`src/rtl/ntc_pkg.sv`:
```
`timescale 1ns / 1ps
// Package for the NTC sample to temperature converter.
// Holds widths, fixed-point constants, register indexes and the sequencer state type.
// No dependencies.
package ntc_pkg;

    localparam int unsigned SampleW = 12;
    localparam int unsigned TempW   = 17;
    localparam int unsigned CfgIdxW = 2;
    localparam int unsigned LoW     = 28;
    localparam int unsigned RemW    = 24;
    localparam int unsigned DenW    = 23;
    localparam int unsigned MulAW   = 22;
    localparam int unsigned MulBW   = 20;
    localparam int unsigned ProdW   = MulAW + MulBW;
    localparam int unsigned CntW    = 5;

    localparam logic [CfgIdxW-1:0] CFG_LOW_SAMPLE  = 2'd0;
    localparam logic [CfgIdxW-1:0] CFG_HIGH_SAMPLE = 2'd1;
    localparam logic [CfgIdxW-1:0] CFG_LOW_TEMP    = 2'd2;
    localparam logic [CfgIdxW-1:0] CFG_HIGH_TEMP   = 2'd3;

    localparam logic [SampleW-1:0]      RST_LOW_SAMPLE  = 12'd10;
    localparam logic [SampleW-1:0]      RST_HIGH_SAMPLE = 12'd4085;
    localparam logic signed [TempW-1:0] RST_LOW_TEMP    = -17'sd4000;
    localparam logic signed [TempW-1:0] RST_HIGH_TEMP   = 17'sd15000;

    localparam logic signed [MulAW-1:0] LN2_Q16        = 22'sd45426;
    localparam logic signed [MulBW-1:0] BETA_RECIP_Q30 = 20'sd271833;
    localparam logic signed [MulBW-1:0] RECIP3_Q17     = 20'sd43691;
    localparam logic signed [MulBW-1:0] RECIP5_Q18     = 20'sd52429;
    localparam logic signed [RemW-1:0]  T0_RECIP_Q30   = 24'sd3601343;
    localparam logic [RemW-1:0]         KDIV_REM0      = 24'd819200;
    localparam logic signed [TempW:0]   KELVIN_OFS     = 18'sd27315;
    localparam logic [16:0]             ONE_Q16        = 17'd65536;

    localparam logic [CntW-1:0] RDIV_STEPS = 5'd28;
    localparam logic [CntW-1:0] YDIV_STEPS = 5'd15;
    localparam logic [CntW-1:0] KDIV_STEPS = 5'd17;

    typedef enum logic [3:0] {
        S_IDLE,
        S_RDIV,
        S_NORM,
        S_YDIV,
        S_MYY,
        S_MY3,
        S_MY5,
        S_MQ3,
        S_MQ5,
        S_LN,
        S_MINV,
        S_INV,
        S_KDIV,
        S_SUB,
        S_DONE
    } t_state;

endpackage

```
`src/rtl/ntc_adc_to_celsius.sv`:
```
`timescale 1ns / 1ps
// NTC divider sample to temperature in hundredths of a degree Celsius.
// Shared restoring divider and shared signed multiplier under one sequencer.
// Depends on ntc_pkg.
//
//  channel  | valid        | ready        | payload
//  ---------+--------------+--------------+-----------------------------------
//  sample   | i_adc_valid  | o_adc_ready  | i_adc_sample
//  result   | o_temp_valid | i_temp_ready | o_temp_centi_celsius
//  config   | i_cfg_valid  | o_cfg_ready  | i_cfg_index, i_cfg_data
//
// A fault request goes straight to the output load; a computed one runs through
// 28 ratio divider steps, the normalising shifts and a setup step, 15 series steps, the
// multiplier/sum states, 17 Kelvin steps, a subtract and the output load.
// Synchronous active-low reset restores the register defaults.
// Hold in the last state while the output register is full and not being read; take the
// next request as soon as the result moves into it.
module ntc_adc_to_celsius (
    input  logic                                i_clk,
    input  logic                                i_rst_n,
    input  logic                                i_adc_valid,
    output logic                                o_adc_ready,
    input  logic [ntc_pkg::SampleW-1:0]         i_adc_sample,
    output logic                                o_temp_valid,
    input  logic                                i_temp_ready,
    output logic signed [ntc_pkg::TempW-1:0]    o_temp_centi_celsius,
    input  logic                                i_cfg_valid,
    output logic                                o_cfg_ready,
    input  logic [ntc_pkg::CfgIdxW-1:0]         i_cfg_index,
    input  logic [ntc_pkg::TempW-1:0]           i_cfg_data
);

    ntc_pkg::t_state r_state, n_state;

    logic [ntc_pkg::SampleW-1:0]        r_low_sample, r_high_sample;
    logic signed [ntc_pkg::TempW-1:0]   r_low_temp, r_high_temp;

    logic [ntc_pkg::RemW-1:0]           r_rem, n_rem;
    logic [ntc_pkg::LoW-1:0]            r_lo, n_lo;
    logic [ntc_pkg::DenW-1:0]           r_den, n_den;
    logic [ntc_pkg::CntW-1:0]           r_cnt, n_cnt;
    logic signed [ntc_pkg::MulAW-1:0]   r_acc, n_acc;
    logic signed [15:0]                 r_y, n_y;
    logic signed [13:0]                 r_y2, n_y2;
    logic signed [13:0]                 r_y3, n_y3;
    logic signed [13:0]                 r_y5, n_y5;
    logic [11:0]                        r_q3, n_q3;
    logic signed [ntc_pkg::MulAW-1:0]   r_ln, n_ln;
    logic signed [ntc_pkg::TempW-1:0]   r_res, n_res;
    logic signed [ntc_pkg::ProdW-1:0]   r_prod;
    logic                               r_out_valid, n_out_valid;
    logic signed [ntc_pkg::TempW-1:0]   r_out_temp, n_out_temp;

    logic signed [ntc_pkg::MulAW-1:0]   mul_a;
    logic signed [ntc_pkg::MulBW-1:0]   mul_b;

    logic                   in_acc;
    logic                   low_hit, high_hit;
    logic                   out_free;
    logic                   last_step;
    logic                   x_small, x_large;
    logic [ntc_pkg::RemW:0] div_r2;
    logic [ntc_pkg::RemW:0] div_diff;
    logic                   div_ge;
    logic [16:0]            num_mag;
    logic signed [15:0]     y_w;
    logic signed [13:0]     prod_q16;
    logic signed [13:0]     neg_y3, neg_y5;
    logic [11:0]            q5_w;
    logic signed [ntc_pkg::MulAW-1:0] ln_sum;
    logic signed [ntc_pkg::RemW-1:0]  inv_t;
    logic signed [ntc_pkg::TempW:0]   cel_w;

    assign o_adc_ready          = (r_state == ntc_pkg::S_IDLE);
    assign o_temp_valid         = r_out_valid;
    assign o_temp_centi_celsius = r_out_temp;
    assign o_cfg_ready          = 1'b1;

    assign in_acc    = i_adc_valid && o_adc_ready;
    assign low_hit   = (i_adc_sample <= r_low_sample);
    assign high_hit  = (i_adc_sample >= r_high_sample);
    assign out_free  = !r_out_valid || i_temp_ready;
    assign last_step = (r_cnt == ntc_pkg::CntW'(1));
    assign x_small   = (r_lo[ntc_pkg::LoW-1:15] == '0);
    assign x_large   = |r_lo[ntc_pkg::LoW-1:16];

    assign div_r2   = {r_rem, r_lo[ntc_pkg::LoW-1]};
    assign div_diff = div_r2 - {2'b00, r_den};
    assign div_ge   = (div_r2 >= {2'b00, r_den});

    assign num_mag  = ntc_pkg::ONE_Q16 - {1'b0, r_lo[15:0]};
    assign y_w      = -$signed({1'b0, r_lo[14:0]});
    assign prod_q16 = r_prod[29:16];
    assign neg_y3   = -r_y3;
    assign neg_y5   = -r_y5;
    assign q5_w     = r_prod[29:18];
    assign ln_sum   = ntc_pkg::MulAW'(r_y)
                    - ntc_pkg::MulAW'($signed({1'b0, r_q3}))
                    - ntc_pkg::MulAW'($signed({1'b0, q5_w}));
    assign inv_t    = ntc_pkg::T0_RECIP_Q30 + $signed(r_prod[39:16]);
    assign cel_w    = $signed({1'b0, r_lo[16:0]}) - ntc_pkg::KELVIN_OFS;

    // next state
    always_comb begin
        n_state = r_state;
        case (r_state)
            ntc_pkg::S_IDLE: begin
                if (in_acc) begin
                    n_state = (low_hit || high_hit) ? ntc_pkg::S_DONE : ntc_pkg::S_RDIV;
                end
            end
            ntc_pkg::S_RDIV: begin
                if (last_step) begin
                    n_state = ntc_pkg::S_NORM;
                end
            end
            ntc_pkg::S_NORM: begin
                if (!x_small && !x_large) begin
                    n_state = ntc_pkg::S_YDIV;
                end
            end
            ntc_pkg::S_YDIV: begin
                if (last_step) begin
                    n_state = ntc_pkg::S_MYY;
                end
            end
            ntc_pkg::S_MYY:  n_state = ntc_pkg::S_MY3;
            ntc_pkg::S_MY3:  n_state = ntc_pkg::S_MY5;
            ntc_pkg::S_MY5:  n_state = ntc_pkg::S_MQ3;
            ntc_pkg::S_MQ3:  n_state = ntc_pkg::S_MQ5;
            ntc_pkg::S_MQ5:  n_state = ntc_pkg::S_LN;
            ntc_pkg::S_LN:   n_state = ntc_pkg::S_MINV;
            ntc_pkg::S_MINV: n_state = ntc_pkg::S_INV;
            ntc_pkg::S_INV:  n_state = ntc_pkg::S_KDIV;
            ntc_pkg::S_KDIV: begin
                if (last_step) begin
                    n_state = ntc_pkg::S_SUB;
                end
            end
            ntc_pkg::S_SUB:  n_state = ntc_pkg::S_DONE;
            ntc_pkg::S_DONE: begin
                if (out_free) begin
                    n_state = ntc_pkg::S_IDLE;
                end
            end
            default: n_state = ntc_pkg::S_IDLE;
        endcase
    end

    // datapath and outputs
    always_comb begin
        n_rem       = r_rem;
        n_lo        = r_lo;
        n_den       = r_den;
        n_cnt       = r_cnt;
        n_acc       = r_acc;
        n_y         = r_y;
        n_y2        = r_y2;
        n_y3        = r_y3;
        n_y5        = r_y5;
        n_q3        = r_q3;
        n_ln        = r_ln;
        n_res       = r_res;
        n_out_temp  = r_out_temp;
        n_out_valid = r_out_valid && !i_temp_ready;
        mul_a       = '0;
        mul_b       = '0;
        case (r_state)
            ntc_pkg::S_IDLE: begin
                if (in_acc) begin
                    if (low_hit) begin
                        n_res = r_low_temp;
                    end else if (high_hit) begin
                        n_res = r_high_temp;
                    end
                    n_rem = '0;
                    n_lo  = {~i_adc_sample, 16'h0000};
                    n_den = ntc_pkg::DenW'(i_adc_sample);
                    n_cnt = ntc_pkg::RDIV_STEPS;
                    n_acc = '0;
                end
            end
            ntc_pkg::S_RDIV, ntc_pkg::S_YDIV, ntc_pkg::S_KDIV: begin
                n_rem = div_ge ? div_diff[ntc_pkg::RemW-1:0] : div_r2[ntc_pkg::RemW-1:0];
                n_lo  = {r_lo[ntc_pkg::LoW-2:0], div_ge};
                n_cnt = r_cnt - ntc_pkg::CntW'(1);
            end
            ntc_pkg::S_NORM: begin
                if (x_small) begin
                    n_lo  = r_lo << 1;
                    n_acc = r_acc - ntc_pkg::LN2_Q16;
                end else if (x_large) begin
                    n_lo  = r_lo >> 1;
                    n_acc = r_acc + ntc_pkg::LN2_Q16;
                end else begin
                    n_rem = ntc_pkg::RemW'({num_mag, 1'b0});
                    n_den = ntc_pkg::DenW'({1'b1, r_lo[15:0]});
                    n_lo  = '0;
                    n_cnt = ntc_pkg::YDIV_STEPS;
                end
            end
            ntc_pkg::S_MYY: begin
                n_y   = y_w;
                mul_a = ntc_pkg::MulAW'(y_w);
                mul_b = ntc_pkg::MulBW'(y_w);
            end
            ntc_pkg::S_MY3: begin
                n_y2  = prod_q16;
                mul_a = ntc_pkg::MulAW'(r_y);
                mul_b = ntc_pkg::MulBW'(prod_q16);
            end
            ntc_pkg::S_MY5: begin
                n_y3  = prod_q16;
                mul_a = ntc_pkg::MulAW'(prod_q16);
                mul_b = ntc_pkg::MulBW'(r_y2);
            end
            ntc_pkg::S_MQ3: begin
                n_y5  = prod_q16;
                mul_a = ntc_pkg::MulAW'(neg_y3);
                mul_b = ntc_pkg::RECIP3_Q17;
            end
            ntc_pkg::S_MQ5: begin
                n_q3  = r_prod[28:17];
                mul_a = ntc_pkg::MulAW'(neg_y5);
                mul_b = ntc_pkg::RECIP5_Q18;
            end
            ntc_pkg::S_LN: begin
                n_ln = r_acc + (ln_sum <<< 1);
            end
            ntc_pkg::S_MINV: begin
                mul_a = r_ln;
                mul_b = ntc_pkg::BETA_RECIP_Q30;
            end
            ntc_pkg::S_INV: begin
                n_rem = ntc_pkg::KDIV_REM0;
                n_den = inv_t[ntc_pkg::DenW-1:0];
                n_lo  = '0;
                n_cnt = ntc_pkg::KDIV_STEPS;
            end
            ntc_pkg::S_SUB: begin
                n_res = cel_w[ntc_pkg::TempW-1:0];
            end
            ntc_pkg::S_DONE: begin
                if (out_free) begin
                    n_out_valid = 1'b1;
                    n_out_temp  = r_res;
                end
            end
            default: begin
                n_out_valid = r_out_valid && !i_temp_ready;
            end
        endcase
    end

    always_ff @(posedge i_clk) begin
        if (!i_rst_n) begin
            r_state       <= ntc_pkg::S_IDLE;
            r_out_valid   <= 1'b0;
            r_low_sample  <= ntc_pkg::RST_LOW_SAMPLE;
            r_high_sample <= ntc_pkg::RST_HIGH_SAMPLE;
            r_low_temp    <= ntc_pkg::RST_LOW_TEMP;
            r_high_temp   <= ntc_pkg::RST_HIGH_TEMP;
        end else begin
            r_state     <= n_state;
            r_out_valid <= n_out_valid;
            if (i_cfg_valid && o_cfg_ready) begin
                case (i_cfg_index)
                    ntc_pkg::CFG_LOW_SAMPLE:  r_low_sample  <= i_cfg_data[ntc_pkg::SampleW-1:0];
                    ntc_pkg::CFG_HIGH_SAMPLE: r_high_sample <= i_cfg_data[ntc_pkg::SampleW-1:0];
                    ntc_pkg::CFG_LOW_TEMP:    r_low_temp    <= $signed(i_cfg_data);
                    ntc_pkg::CFG_HIGH_TEMP:   r_high_temp   <= $signed(i_cfg_data);
                    default: begin
                        r_low_sample <= r_low_sample;
                    end
                endcase
            end
        end
    end

    always_ff @(posedge i_clk) begin
        r_rem      <= n_rem;
        r_lo       <= n_lo;
        r_den      <= n_den;
        r_cnt      <= n_cnt;
        r_acc      <= n_acc;
        r_y        <= n_y;
        r_y2       <= n_y2;
        r_y3       <= n_y3;
        r_y5       <= n_y5;
        r_q3       <= n_q3;
        r_ln       <= n_ln;
        r_res      <= n_res;
        r_out_temp <= n_out_temp;
        r_prod     <= mul_a * mul_b;
    end

endmodule
```
`config.mk`:
```
export PLATFORM = sky130hd
export DESIGN_NAME = ntc_adc_to_celsius
export DESIGN_NICKNAME = d
export VERILOG_FILES = /design/src/rtl/ntc_pkg.sv /design/src/rtl/ntc_adc_to_celsius.sv
export SDC_FILE = /design/constraint.sdc
export NUM_CORES = 2
export LEC_CHECK = 0
export BUFFER_PORTS_ARGS = -buffer_cell sky130_fd_sc_hd__buf_2
export CAP_MARGIN = 20
export CORE_UTILIZATION = 35
export CTS_CLUSTER_SIZE = 14
export DETAILED_ROUTE_END_ITERATION = 10
export PLACE_DENSITY = 0.53
export SLEW_MARGIN = 20
export SYNTH_ARGS = -nofsm -noshare
export SYNTH_HDL_FRONTEND = slang
export SYNTH_SLANG_ARGS = --single-unit
export TNS_END_PERCENT = 10
```
`constraint.sdc`:
```
create_clock -name i_clk -period 29.2 [get_ports i_clk]
set_input_delay 4.38 -clock i_clk [delete_from_list [all_inputs] [get_ports i_clk]]
set_output_delay 4.38 -clock i_clk [all_outputs]
set_load 0.02 [all_outputs]
```
## Word level (Yosys, flattened, before mapping)

Cells that the tools add are included.

- Register bits after elaboration: 330
- Word-level logic and storage cells: 132

- $add $sub $neg: 13
- $mul: 1
- Order comparisons: 3
- Eq/ne operators: 28
- Mux-type cells: 37
- Bitwise operators: 1
- Reduce and logical (&&, ||, !) cells: 29

Operator list:

| kind | number |
|---|---|
| $pmux W22 S6 | 1 |
| $pmux W20 S6 | 1 |
| $pmux W28 S4 | 1 |
| $mux W24 | 4 |
| $pmux W24 S4 | 1 |
| $mux W23 | 3 |
| $pmux W23 S3 | 1 |
| $mux W22 | 3 |
| $pmux W4 S15 | 1 |
| $mux W28 | 2 |
| $mux W17 | 3 |
| $pmux W22 S2 | 1 |
| $mul A22 B20 Y39 | 1 |
| $pmux W17 S2 | 1 |
| $eq A4 B4 Y1 const B | 7 |
| $mux W4 | 7 |
| $neg A14 Y14 | 2 |
| $mux W27 | 1 |
| $ge A25 B23 Y1 | 1 |
| $sub A24 B23 Y24 | 1 |
| $add A23 B23 Y23 const A | 1 |
| $add A22 B17 Y22 const B | 1 |
| $add A22 B19 Y22 | 1 |
| $sub A22 B17 Y22 const B | 1 |
| other kinds (37) | 65 |

## Logic depth before layout (Yosys ltp)

- Depth in word-level cells: 5
- Gate-level depth with buffers: 37
- Gate-level depth less buffers: 35

## Worst setup path before layout

Ideal clock, no wire load.

- Path kind: register to register
- From: reg r_y5[2]
- To: reg r_prod[38] in the netlist's numbering
- Library setup time: 0.072 ns
- Arrival time: 9.098 ns
- Data required time: 29.128 ns
- Setup slack: 20.030 ns
- Cell stages (with the launch flop): 33
- Cells stage by stage: edfxtp_1 -> or4_1 -> buf_2 -> or4b_4 -> nor3_2 -> xnor2_1 -> a221oi_4 -> nand3_4 -> clkbuf_1 -> a21o_1 -> clkbuf_1 -> nand2_1 -> fa_1 -> inv_1 -> fa_1 -> fa_1 -> inv_1 -> fa_1 -> inv_1 -> fa_1 -> fa_1 -> inv_1 -> fa_1 -> inv_1 -> ha_1 -> a21oi_1 -> nor2_1 -> a211oi_1 -> o21ai_0 -> or3_1 -> a21o_1 -> a31oi_1 -> xnor2_1

- Cells in the longest elaborated chain, start to end: 3

RTL lines:

| item | line | source |
|---|---|---|
| start: declaration | ntc_adc_to_celsius.sv:46 | `logic signed [13:0] r_y5, n_y5;` |
| start signal: assignment | ntc_adc_to_celsius.sv:289 | `r_y5 <= n_y5;` |
| $neg A14 Y14 | ntc_adc_to_celsius.sv:95 | `assign neg_y5 = -r_y5;` |
| $pmux W22 S6 | ntc_adc_to_celsius.sv:168 | `case (r_state)` |
| $mul A22 B20 Y39 | ntc_adc_to_celsius.sv:294 | `r_prod <= mul_a * mul_b;` |
| end signal: assignment | ntc_adc_to_celsius.sv:294 |  |
| end: declaration | ntc_adc_to_celsius.sv:50 | `logic signed [ntc_pkg::ProdW-1:0] r_prod;` |

Every way passes these cells.
A chain may end at the register's enable or synchronous reset.

## Final worst setup path

- From: reg r_state[2]
- To: reg r_prod[38] in the netlist's numbering

- Cells in the longest elaborated chain, start to end: 3

RTL lines:

| item | line | source |
|---|---|---|
| start: declaration | ntc_adc_to_celsius.sv:33 | `ntc_pkg::t_state r_state, n_state;` |
| start signal: assignment | ntc_adc_to_celsius.sv:257 | `r_state <= ntc_pkg::S_IDLE;` |
| start signal: assignment | ntc_adc_to_celsius.sv:264 | `r_state <= n_state;` |
| $eq A4 B4 Y1 / $eq A4 B3 Y1 (equally long branches) | ntc_adc_to_celsius.sv:168 |  |
| $pmux W22 S6 / $pmux W20 S6 (equally long branches) | ntc_adc_to_celsius.sv:168 |  |
| $mul A22 B20 Y39 (*) | ntc_adc_to_celsius.sv:294 |  |

Mark *: on every way between the ends. The rest lies on a longest branch, timed or not.

==> impl_metrics.yaml <==
sta:
  rsz0062_at_grt: "no"
  min_period_ps: 10150
  tightestPinTransition_ps: 1150
  slew_violations: 0
  setup_violations: 0
  max_freq_mhz: 98.5
  setup_tns_ps: 0
  finalClockSkew_ps: 30.9
  hold_viol: 0
  slew_headroom_pct: 23.2
  layout_setup_ws_ps: 19050
  period_share_pct: 34.8
cells_and_area:
  multiInputGateArea_sq_um: 21400
  final_core_utilization_pct: 39.0
  final_nets: 4226
  layout_common_cells: "inv_1, fa_1, nand2_1"
  drive_gt1_share_pct: 6.26
  antenna_cells: 0
  ff_latch_area_sq_um: 8510
  area_growth_syn_to_layout_pct: 9.70
  n_fill_cell: 9391
  mostFrequentLayoutCell: "inv_1"
yosys:
  synth_area_per_cell_sq_um: 9.33
  synth-seq-cells: 312
  synth_compound_area_share_pct: 10.7
  synth-edff-count: 226
  muxShareOfSynthArea_pct: 1.11
  syn_inst: 3516
  synth.yosys.seq_area_share_pct: 25.9
  ys_async_sr_fraction_pct: 0
  syn_nets: 4208
  synth_xor_area_share_pct: 4.51
  ys_warn_count: 0
  synth_top_family_by_area: "adder cells"
  synth_flop_cell: "edfxtp_1"
  synthSimpleGateAreaFrac_pct: 13.3
  synthAdderAreaFrac_pct: 35.2
  synth_cell_types: 78
  synthesis.area_sq_um: 32800
detailed_routing:
  dr_total_vias: 24300
  avgViaCountPerCell: 5.05
  wl_per_cell_um: 19.6
  drc: 0
  drtIter0Drc: 1806
  antenna_left: 0
  wl_um: 94400
  drt-pass1-iter-count: 6
clock_tree:
  cts_hold_buf: 0
  post_cts_resize_count: 0
  cts-htree-levels: 2
  clkLatencyLatePin_ps: 570
  cts_made_buffers: 39
  cts_root_buffer: "clkbuf_16"
  postCtsSetupRepairBufs: 0
  path_clk_slew_ps: 60
  cts_buffer_depth: 3
  clock_sinks: 312
  cts_tree: "done"
flow_run:
  cap_violations: 0
placement:
  pre_cts_ws_ps: 19030
  place.gp.congestion: 0.873
  port_buffers: 54
  dpl.hpwl_um: 73400
critical_path:
  cp_slowest_stage_delay_ps: 890
  crit_type: "reg -> reg"
  critPathSlowestCell: "fa_1"
  critPathLaunchType: "flop"
  worstSetupEndpointType: "flop"
  critical_path_peak_fanout: 21
  crit_required_ps: 29680
  crit_top_cell: "fa_1"
  worstPathArrival_ps: 10630
grt:
  grtUsageMet3_pct: 2.61
  grt.total_usage_pct: 20.6
  grt_max_degree: 37
  antenna_found_initial: 1
  grt.overflow.total: 0
  grt_pass1_wl_um: 149000
  grt_pass1_vias: 24800
  gr-usage-met2_pct: 33.4
  grtUsageMet1_pct: 28.9
  busiest_layer: "met2"
floorplanning:
  ios: 56
  dieArea_sq_um: 95000
  die_h_um: 308
  core_area_sq_um: 92200
  start_util_pct: 35.6
  rows: 111
  dieWidth_um: 308
outcome:
  status: "completed"
hold_path:
  hold_path_class: "reg -> reg"
[critical path, delay by kind of cell (launching register included)]
family / cells / cell delay, ps
adders and majority gates: 8 / 4390
DFF: 1 / 800
buffers and inverters: 8 / 1880
and+or+nand+nor: 5 / 1200
xor gates and xnor gates: 1 / 140
AOI/OAI and AO/OA: 7 / 1640
[cells in the mapped netlist, drive strengths merged, types with 19 or more instances]
| master | instances | area (sq um) |
|---|---|---|
| fa | 444 | 8890 |
| inv | 666 | 2500 |
| nor2b | 25 | 156 |
| nor2 | 318 | 1190 |
| mux2i | 32 | 320 |
| o21ai | 92 | 460 |
| nand2 | 441 | 1660 |
| a211oi | 19 | 143 |
| a31oi | 22 | 138 |
| ha | 212 | 2650 |
| o211ai | 21 | 158 |
| a21o | 65 | 488 |
| dfxtp | 86 | 1720 |
| edfxtp | 226 | 6790 |
| xor2 | 60 | 526 |
| xnor2 | 109 | 955 |
| nand3 | 44 | 233 |
| clkbuf | 132 | 495 |
| nor3 | 42 | 215 |
| a22oi | 21 | 158 |
| a21oi | 149 | 753 |
| nand2b | 23 | 144 |
[path summary, 6_finish.rpt]
path                                 from                            endpoint  slack, ps  depth (start not counted)
setup / recovery  r_state[2]$_SDFFE_PN0P_                  r_prod[38]$_DFF_P_      19050                         29
hold / removal        r_res[12]$_DFFE_PP_  o_temp_centi_celsius[12]$_DFFE_PP_        420                          0
setup reg to reg  r_state[2]$_SDFFE_PN0P_                  r_prod[38]$_DFF_P_      19050                         29
hold reg to reg       r_res[12]$_DFFE_PP_  o_temp_centi_celsius[12]$_DFFE_PP_        420                          0
[metal layers]
layer,wire length [um],vias to the layer above
met5,0,-
met4,2220,0
met3,6080,101
met2,44100,730
met1,42000,12100
li1,-,11400
[registers in the layout, indices dropped and copies added (netlist names), 17 cells and up]
signal	flops
r_lo	28
r_rem	24
r_den	23
r_prod	23
r_acc	21
r_ln	21
o_temp_centi_celsius	17
r_high_temp	17
r_low_temp	17
r_res	17
[final cells by class]
type                            instances  area share [%]
Tap cell                             1243            4.32
Clock inverter                         21           0.615
Multi-Input combinational cell       2393            59.3
Inverter                              669            6.98
Timing Repair Buffer                  119            2.18
Clock buffer                           51            2.92
Sequential cell                       312            23.6
[cells by family (layout without fill, tap and decap cells)]
group                      count (synthesis)  after routing
adders and majority gates                656            656
and+or+nand+nor                         1005           1005
other                                      1              1
xor gates and xnor gates                 169            169
buffers and inverters                    811            860
AOI/OAI and AO/OA                        526            526
muxes                                     36             36
DFF                                      312            312
[metrics by stage]
stage / hold slack (ps) / instances / area (sq um)
final: 419 / 4808 / 36000
after global routing: 425 / 4808 / 36000
after CTS: 420 / 4805 / 35900
after detailed placement: 406 / 4733 / 34700
after global placement: 404 / 4733 / 34700
after floorplan: 400 / 3516 / 32800
Power is not shown: default switching activity piles up to over one toggle a cycle in this logic, so the estimate is an artifact.
